### config.mk
export PLATFORM = sky130hd
export DESIGN_NAME = datagram_deframer_with_timeout
export DESIGN_NICKNAME = d
export VERILOG_FILES = /design/src/rtl/core/ddt_pkg.sv /design/src/rtl/core/ddt_fsm.sv /design/src/rtl/core/ddt_out_stage.sv /design/src/rtl/core/datagram_deframer_with_timeout.sv
export SDC_FILE = /design/constraint.sdc
export NUM_CORES = 1
export LEC_CHECK = 0
export BUFFER_PORTS_ARGS = -buffer_cell sky130_fd_sc_hd__buf_4
export CORE_UTILIZATION = 25
export CTS_BUF_LIST = sky130_fd_sc_hd__clkbuf_8 sky130_fd_sc_hd__clkbuf_16
export DETAILED_ROUTE_END_ITERATION = 7
export SLEW_MARGIN = 10
export SYNTH_ARGS = -nofsm -noshare
export SYNTH_HDL_FRONTEND = slang
export SYNTH_HIERARCHICAL = 1
export SYNTH_SLANG_ARGS = --single-unit
### constraint.sdc
create_clock -name clk -period 6 [get_ports clk]
set_input_delay 1.2 -clock clk [delete_from_list [all_inputs] [get_ports clk]]
set_output_delay 1.2 -clock clk [all_outputs]
set_load 0.05 [all_outputs]
### src/rtl/core/ddt_pkg.sv
// ddt_pkg: beat types, config bundle, magic tables and crc-16 byte update
// for the datagram deframer; no dependencies
package ddt_pkg;

    localparam int unsigned CfgIdxW = 1;

    localparam logic [CfgIdxW-1:0] CFG_TIMEOUT_TICKS = 1'd0;
    localparam logic [CfgIdxW-1:0] CFG_PAYLOAD_LIMIT = 1'd1;

    localparam logic [15:0] TIMEOUT_RESET = 16'd100;
    localparam logic [7:0]  LIMIT_RESET   = 8'd64;

    localparam logic [15:0] CRC_POLY = 16'h1021;

    localparam logic OP_BYTE = 1'b0;
    localparam logic OP_TICK = 1'b1;

    typedef struct packed {
        logic       opcode;
        logic [7:0] rx_byte;
    } in_item_t;

    typedef struct packed {
        logic [7:0]  payload_byte;
        logic [7:0]  frame_length;
        logic [15:0] frame_crc;
        logic        last_byte;
        logic        crc_ok;
    } out_item_t;

    typedef struct packed {
        logic [15:0] timeout_ticks;
        logic [7:0]  payload_limit;
    } cfg_t;

    function automatic logic [7:0] start_magic(input logic [1:0] idx);
        logic [7:0] v;
        case (idx)
            2'd0:    v = 8'h00;
            2'd1:    v = 8'hEE;
            2'd2:    v = 8'hFF;
            default: v = 8'hC0;
        endcase
        return v;
    endfunction

    function automatic logic [7:0] end_magic(input logic [1:0] idx);
        logic [7:0] v;
        case (idx)
            2'd0:    v = 8'hEF;
            2'd1:    v = 8'hBE;
            2'd2:    v = 8'hAD;
            default: v = 8'hDE;
        endcase
        return v;
    endfunction

    function automatic logic [15:0] crc_update(input logic [15:0] crc, input logic [7:0] b);
        logic [15:0] c;
        c = crc ^ {b, 8'h00};
        for (int k = 0; k < 8; k++) begin
            if (c[15])
                c = {c[14:0], 1'b0} ^ CRC_POLY;
            else
                c = {c[14:0], 1'b0};
        end
        return c;
    endfunction

endpackage

### src/rtl/core/ddt_fsm.sv
// ddt_fsm: receive state machine, header capture, idle timer and payload crc
// depends on ddt_pkg
module ddt_fsm (
    input  logic              clk,
    input  logic              rst_n,
    input  logic              accept,
    input  ddt_pkg::in_item_t item,
    input  ddt_pkg::cfg_t     cfg,
    output logic              res_valid,
    output ddt_pkg::out_item_t res_item
);
    import ddt_pkg::*;

    localparam logic [1:0] PH_HUNT      = 2'd0;
    localparam logic [1:0] PH_HEADER    = 2'd1;
    localparam logic [1:0] PH_END_MAGIC = 2'd2;
    localparam logic [1:0] PH_DATA      = 2'd3;

    logic [1:0]  phase_reg, phase_next;
    logic [2:0]  mcnt_reg, mcnt_next;
    logic [7:0]  pos_reg, pos_next;
    logic [7:0]  hlen_reg, hlen_next;
    logic [15:0] hcrc_reg, hcrc_next;
    logic [15:0] rcrc_reg, rcrc_next;
    logic [15:0] idle_reg, idle_next;

    logic        timed_out;
    logic [1:0]  ph;
    logic [2:0]  mc;
    logic [7:0]  pos;
    logic [7:0]  pos_inc;
    logic [2:0]  mc_inc;
    logic [15:0] crc_new;
    logic        last;
    logic [7:0]  b;

    always_comb
    begin
        b          = item.rx_byte;
        timed_out  = (cfg.timeout_ticks != 16'd0) && (idle_reg >= cfg.timeout_ticks);
        ph         = timed_out ? PH_HUNT : phase_reg;
        mc         = timed_out ? 3'd0 : mcnt_reg;
        pos        = timed_out ? 8'd0 : pos_reg;
        pos_inc    = pos + 8'd1;
        mc_inc     = mc + 3'd1;
        crc_new    = crc_update(rcrc_reg, b);
        last       = (pos_inc >= hlen_reg) || (pos_inc >= cfg.payload_limit);

        phase_next = phase_reg;
        mcnt_next  = mcnt_reg;
        pos_next   = pos_reg;
        hlen_next  = hlen_reg;
        hcrc_next  = hcrc_reg;
        rcrc_next  = rcrc_reg;
        idle_next  = idle_reg;
        res_valid  = 1'b0;

        res_item.payload_byte = b;
        res_item.frame_length = hlen_reg;
        res_item.frame_crc    = hcrc_reg;
        res_item.last_byte    = last;
        res_item.crc_ok       = last && (hlen_reg != 8'd0) && (crc_new == hcrc_reg);

        if (accept)
        begin
            if (item.opcode == OP_TICK)
            begin
                if (idle_reg < cfg.timeout_ticks)
                    idle_next = idle_reg + 16'd1;
            end
            else
            begin
                idle_next  = 16'd0;
                phase_next = ph;
                mcnt_next  = mc;
                pos_next   = pos;
                case (ph)
                    PH_HEADER:
                    begin
                        if (pos == 8'd0)
                            hlen_next = b;
                        else if (pos == 8'd1)
                            hcrc_next = {hcrc_reg[15:8], b};
                        else
                            hcrc_next = {b, hcrc_reg[7:0]};
                        pos_next = pos_inc;
                        if (pos_inc >= 8'd3)
                        begin
                            pos_next   = 8'd0;
                            mcnt_next  = 3'd0;
                            phase_next = PH_END_MAGIC;
                        end
                    end
                    PH_END_MAGIC:
                    begin
                        if (b == end_magic(mc[1:0]))
                            mcnt_next = mc_inc;
                        else
                            mcnt_next = 3'd0;
                        if ((b == end_magic(mc[1:0])) && (mc_inc >= 3'd4))
                        begin
                            mcnt_next  = 3'd0;
                            pos_next   = 8'd0;
                            rcrc_next  = 16'd0;
                            phase_next = PH_DATA;
                        end
                    end
                    PH_DATA:
                    begin
                        res_valid = 1'b1;
                        rcrc_next = crc_new;
                        pos_next  = pos_inc;
                        if (last)
                        begin
                            pos_next   = 8'd0;
                            mcnt_next  = 3'd0;
                            phase_next = PH_HUNT;
                        end
                    end
                    default:
                    begin
                        if (b == start_magic(mc[1:0]))
                            mcnt_next = mc_inc;
                        else
                            mcnt_next = 3'd0;
                        if ((b == start_magic(mc[1:0])) && (mc_inc >= 3'd4))
                        begin
                            mcnt_next  = 3'd0;
                            pos_next   = 8'd0;
                            hlen_next  = 8'd0;
                            hcrc_next  = 16'd0;
                            phase_next = PH_HEADER;
                        end
                    end
                endcase
            end
        end
    end

    always_ff @(posedge clk or negedge rst_n)
    begin
        if (!rst_n)
        begin
            phase_reg <= PH_HUNT;
            mcnt_reg  <= 3'd0;
            pos_reg   <= 8'd0;
            hlen_reg  <= 8'd0;
            hcrc_reg  <= 16'd0;
            rcrc_reg  <= 16'd0;
            idle_reg  <= 16'd0;
        end
        else
        begin
            phase_reg <= phase_next;
            mcnt_reg  <= mcnt_next;
            pos_reg   <= pos_next;
            hlen_reg  <= hlen_next;
            hcrc_reg  <= hcrc_next;
            rcrc_reg  <= rcrc_next;
            idle_reg  <= idle_next;
        end
    end

endmodule

### src/rtl/core/ddt_out_stage.sv
// ddt_out_stage: result register holding one payload beat until taken
// depends on ddt_pkg
module ddt_out_stage (
    input  logic               clk,
    input  logic               rst_n,
    input  logic               load,
    input  ddt_pkg::out_item_t load_item,
    output logic               can_load,
    output logic               out_valid,
    input  logic               out_ready,
    output ddt_pkg::out_item_t out_item
);
    import ddt_pkg::*;

    logic      valid_reg, valid_next;
    out_item_t item_reg;

    always_comb
    begin
        can_load   = !valid_reg || out_ready;
        valid_next = valid_reg;
        if (out_ready)
            valid_next = 1'b0;
        if (load)
            valid_next = 1'b1;
    end

    always_ff @(posedge clk or negedge rst_n)
    begin
        if (!rst_n)
            valid_reg <= 1'b0;
        else
            valid_reg <= valid_next;
    end

    always_ff @(posedge clk)
    begin
        if (load)
            item_reg <= load_item;
    end

    assign out_valid = valid_reg;
    assign out_item  = item_reg;

endmodule

### src/rtl/core/datagram_deframer_with_timeout.sv
// datagram_deframer_with_timeout: top level with config registers, receive fsm
// and result register; depends on ddt_pkg, ddt_fsm, ddt_out_stage
//
//   channel | signals                               | beat
//   in      | in_valid, in_ready, in_item           | one rx byte or one timer tick
//   out     | out_valid, out_ready, out_item        | one payload byte with header info
//   cfg     | cfg_valid, cfg_ready, cfg_index/data  | one register write
//
// one item per cycle while in_ready is high; each byte or tick is handled in the
// cycle it is taken, a payload result appears in the result register on the next cycle
// in_ready drops only while the result register is full and out_ready is low
// cfg is always ready; reset restores timeout 100 and payload limit 64
module datagram_deframer_with_timeout (
    input  logic                               clk,
    input  logic                               rst_n,
    input  logic                               in_valid,
    output logic                               in_ready,
    input  ddt_pkg::in_item_t                  in_item,
    output logic                               out_valid,
    input  logic                               out_ready,
    output ddt_pkg::out_item_t                 out_item,
    input  logic                               cfg_valid,
    output logic                               cfg_ready,
    input  logic [ddt_pkg::CfgIdxW-1:0]        cfg_index,
    input  logic [15:0]                        cfg_data
);
    import ddt_pkg::*;

    cfg_t      cfg_reg;
    logic      accept;
    logic      res_valid;
    out_item_t res_item;
    logic      can_load;

    assign cfg_ready = 1'b1;
    assign in_ready  = can_load;
    assign accept    = in_valid && can_load;

    always_ff @(posedge clk or negedge rst_n)
    begin
        if (!rst_n)
        begin
            cfg_reg.timeout_ticks <= TIMEOUT_RESET;
            cfg_reg.payload_limit <= LIMIT_RESET;
        end
        else if (cfg_valid)
        begin
            case (cfg_index)
                CFG_TIMEOUT_TICKS: cfg_reg.timeout_ticks <= cfg_data;
                CFG_PAYLOAD_LIMIT: cfg_reg.payload_limit <= cfg_data[7:0];
                default: ;
            endcase
        end
    end

    ddt_fsm u_fsm (
        .clk       (clk),
        .rst_n     (rst_n),
        .accept    (accept),
        .item      (in_item),
        .cfg       (cfg_reg),
        .res_valid (res_valid),
        .res_item  (res_item)
    );

    ddt_out_stage u_out (
        .clk       (clk),
        .rst_n     (rst_n),
        .load      (res_valid),
        .load_item (res_item),
        .can_load  (can_load),
        .out_valid (out_valid),
        .out_ready (out_ready),
        .out_item  (out_item)
    );

endmodule
==> metrics.md <==
| Metric | Value |
|---|---|
| Synth Instances | `618` |
| Die height | `between 150 and 200 um` |
| Setup Buffers After CTS | `0` |
| Post-synthesis compound-gate area fraction | `0.109` |
| First-pass GRT wire length | `between 20000 and 30000 um` |
| Nets | `roughly 750` |
| Die width | `roughly 170 um` |
| Clk_lat worst skew | `roughly 0.43 ns` |
| Status | `completed` |
| DR pass1 iterations | `4` |
| TritonCTS Buffers | `17` |
| Initial antenna violation count | `0` |
| Synth Area in Adders | `0.0674` |
| Vias in the first global route | `4591` |
| GRT Resource Usage Total | `0.115` |
| Final Cycle Share | `0.885` |
| Worst slew pin tran | `1.02 ns` |
| Largest register FFs | `34` |
| EDFF count, synth | `34` |
| Mux cell area share after synthesis | `0.0947` |
| Die area | `between 20000 and 30000 um2` |
| Setup_tns | `0 ns` |
| Slew margin rel. | `0.316` |
| CP Data Required Time | `approximately 6.3 ns` |
| Fin. Hold Viols | `0` |
| XOR/XNOR share of the synthesized area | `0.0733` |
| Final hold slack | `approximately 0.50 ns` |
| Largest net degree at the start of global routing | `55` |
| Sequential fraction of the synthesis area | `0.479` |
| Pleak | `between 3 and 4 nW` |
| RSZ-0062 raised after global routing | `false` |
| Yosys top cell area share | `0.319` |
| Clock Sink Count | `about 130` |
| Synth Warn # | `6` |
| Peak VDD IR | `0.000140 V` |
| Overflow left after global routing | `0` |
| Syn_nets | `687` |
| Pwr Density | `about 370 nW/um2` |
| DRC Markers | `0` |
| Worst setup EP type | `flip-flop` |
| Flop and latch count out of synthesis | `approximately 130` |
| Initial Utilization | `0.254` |
| Mapped Area | `7050 um2` |
| Synth area leaders | `dfrtp_1 32%, edfxtp_1 14%, mux2_4 7.2%, ha_1 6.7%, xnor2_1 3.9%` |
| Share of cells above drive strength 1 | `0.258` |
| Count of input and output buffers | `66` |
| Hold Buf Count CTS | `0` |
| Synth unique cells | `74` |
| Global placer's final weighted congestion | `approximately 0.81` |
| Wire length per cell | `about 15 um` |
| Final Routed Wirelength | `between 15000 and 20000 um` |
| Startpoint type of the worst setup path | `flip-flop` |
| Minimum clock period | `about 5.3 ns` |
| # H-tree levels | `4` |
| Antenna Nets Post-Route | `0` |
| CTS-repair resized insts | `0` |
| # IOs | `between 60 and 70` |
| Cell taking the most area after synthesis | `dfrtp_1` |
| Fill count | `roughly 2.9k` |
| Worst-case reg-to-reg path depth | `21` |
| Setup Viol. Count Final | `0` |
| Crit-path max FO | `8` |
| Rows | `61` |
| Power after layout | `3.14 mW` |
| Clock tree from TritonCTS | `built` |
| Final Slew Violations | `0` |
| Min-Delay Path Class | `reg -> reg` |
| Initial drt markers | `between 200 and 300` |
| Worst Skew | `approximately 0.017 ns` |
| Synth Area in Simple Gates | `0.123` |
| Clock transition at path regs | `roughly 0.060 ns` |
| Top cells by count, synth | `90 x dfrtp_1, 47 x nand2_1, 44 x inv_1` |
| Max clock buf depth | `2` |
| Average size of a mapped cell | `11.4 um2` |
| Antenna diodes | `0` |
| Primary FF master, synth | `dfrtp_1` |
| Main combinational cell family by area after synthesis | `simple AND/OR/NAND/NOR gates` |
| Root Buffer | `clkbuf_16` |
| Area Overhead vs Synth | `20.0%` |
| Ys async rst share | `0.734` |
| Final cell count without fillers | `~1.1k` |
| Dpl cells | `between 1k and 1.5k` |
| Post-detail-place hpwl | `around 11000 um` |
| Hold Crit Depth | `2` |
| Max_cap viols | `0` |
| WP data arrival | `about 5.7 ns` |
| Routed vias/inst | `between 4 and 5` |
| Most frequent cell after synthesis | `dfrtp_1` |
| Core area | `approximately 28000 um2` |
| Critical path class | `reg -> reg` |
| F_max | `188 MHz` |
| Number of vias in the routed layout | `around 4.8k` |
[per-stage QoR]
| stage | util | worst slack [ns] | cell area, um2 |
|---|---|---|---|
| after floorplan | - | 1.07 | 7050 |
| after global placement | 0.283 | 0.679 | 7860 |
| after detailed placement | 0.283 | 0.459 | 7860 |
| after CTS | 0.304 | 0.414 | 8450 |
| after global routing | 0.305 | 0.219 | 8470 |
| final | 0.305 | 0.687 | 8470 |
[worst paths after layout]
kind                                   start                  to  slack [ns]
hold / removal             u_fsm/rcrc_reg[4]   u_fsm/rcrc_reg[4]        0.50
hold reg to reg            u_fsm/rcrc_reg[4]   u_fsm/rcrc_reg[4]        0.50
setup / recovery                 cfg_reg[13]  u_fsm/phase_reg[0]        0.69
min in group asynchronous              rst_n   u_fsm/hlen_reg[6]        0.75
max in group asynchronous              rst_n    u_fsm/pos_reg[3]        4.11
setup reg to reg                 cfg_reg[13]  u_fsm/phase_reg[0]        0.69
[worst max-delay path, cell delays in order, from the launching register on]
cell,delay [ns]
dfstp_2,0.54
inv_1,0.05
ha_1,0.30
a21oi_1,0.13
o21a_1,0.14
o22ai_2,0.12
o41ai_2,0.61
and2_1,0.31
ha_1,0.35
nand3_1,0.18
xor2_1,0.17
nor2_1,0.16
ha_1,0.26
o21a_1,0.17
or3b_2,0.44
a32oi_1,0.20
nor3b_1,0.09
a311oi_2,0.31
buf_4,0.18
a211o_1,0.23
o221ai_1,0.13
a21oi_1,0.15
[layout make-up]
cell class	count	area (um2)	share of cell area
inverters	46	173	0.0204
repair buffers	72	541	0.0638
flip-flops and latches	128	3380	0.399
clock inverters	15	168	0.0198
well taps	378	473	0.0559
clock buffers	17	425	0.0503
multi-input cells	417	3310	0.391
[report_power, final]
group	switching (mW)	internal, mW	total, mW	leakage, nW
logic	0.525	0.440	0.965	1.90
registers	0.125	1.04	1.16	1.53
clock network	0.456	0.558	1.01	0.287
total	1.11	2.04	3.14	3.71
[logic make-up after synthesis]
logic type	count (synthesis)
AO/OA/AOI/OAI	107
XOR/XNOR	59
adder cells (fa/ha/maj)	38
buffers and inverters	73
flip-flops	128
multiplexers	48
other	1
AND/OR/NAND/NOR	164
[metal layers]
layer	GRT usage	vias to the layer above	wire, um
met5	0	-	0
met4	0.0368	0	163
met3	0.0281	10	687
met2	0.176	112	7100
met1	0.158	2350	7760
li1	-	2326	-
[layout by cell type, fill, tap and decap left out, types with 4 or more instances in the layout]
cell type  count
dfrtp_1       90
buf_4         72
nand2_1       47
inv_1         44
ha_1          38
mux2_4        34
edfxtp_1      34
nor2_1        31
xnor2_1       31
o21ai_0       28
xor2_1        28
a21oi_1       19
clkbuf_16     17
mux2_2        14
and2_1        12
nor4_1        10
nor3_1         9
nand3_1        8
nand4_1        8
nand2b_1       7
a22o_1         7
inv_6          6
and3_1         6
dfstp_2        4
clkinv_8       4
or3_1          4
a211oi_1       4
o2111ai_1      4
o21a_1         4
a31oi_1        4
No activity file was read; power rests on OpenSTA's default activity.
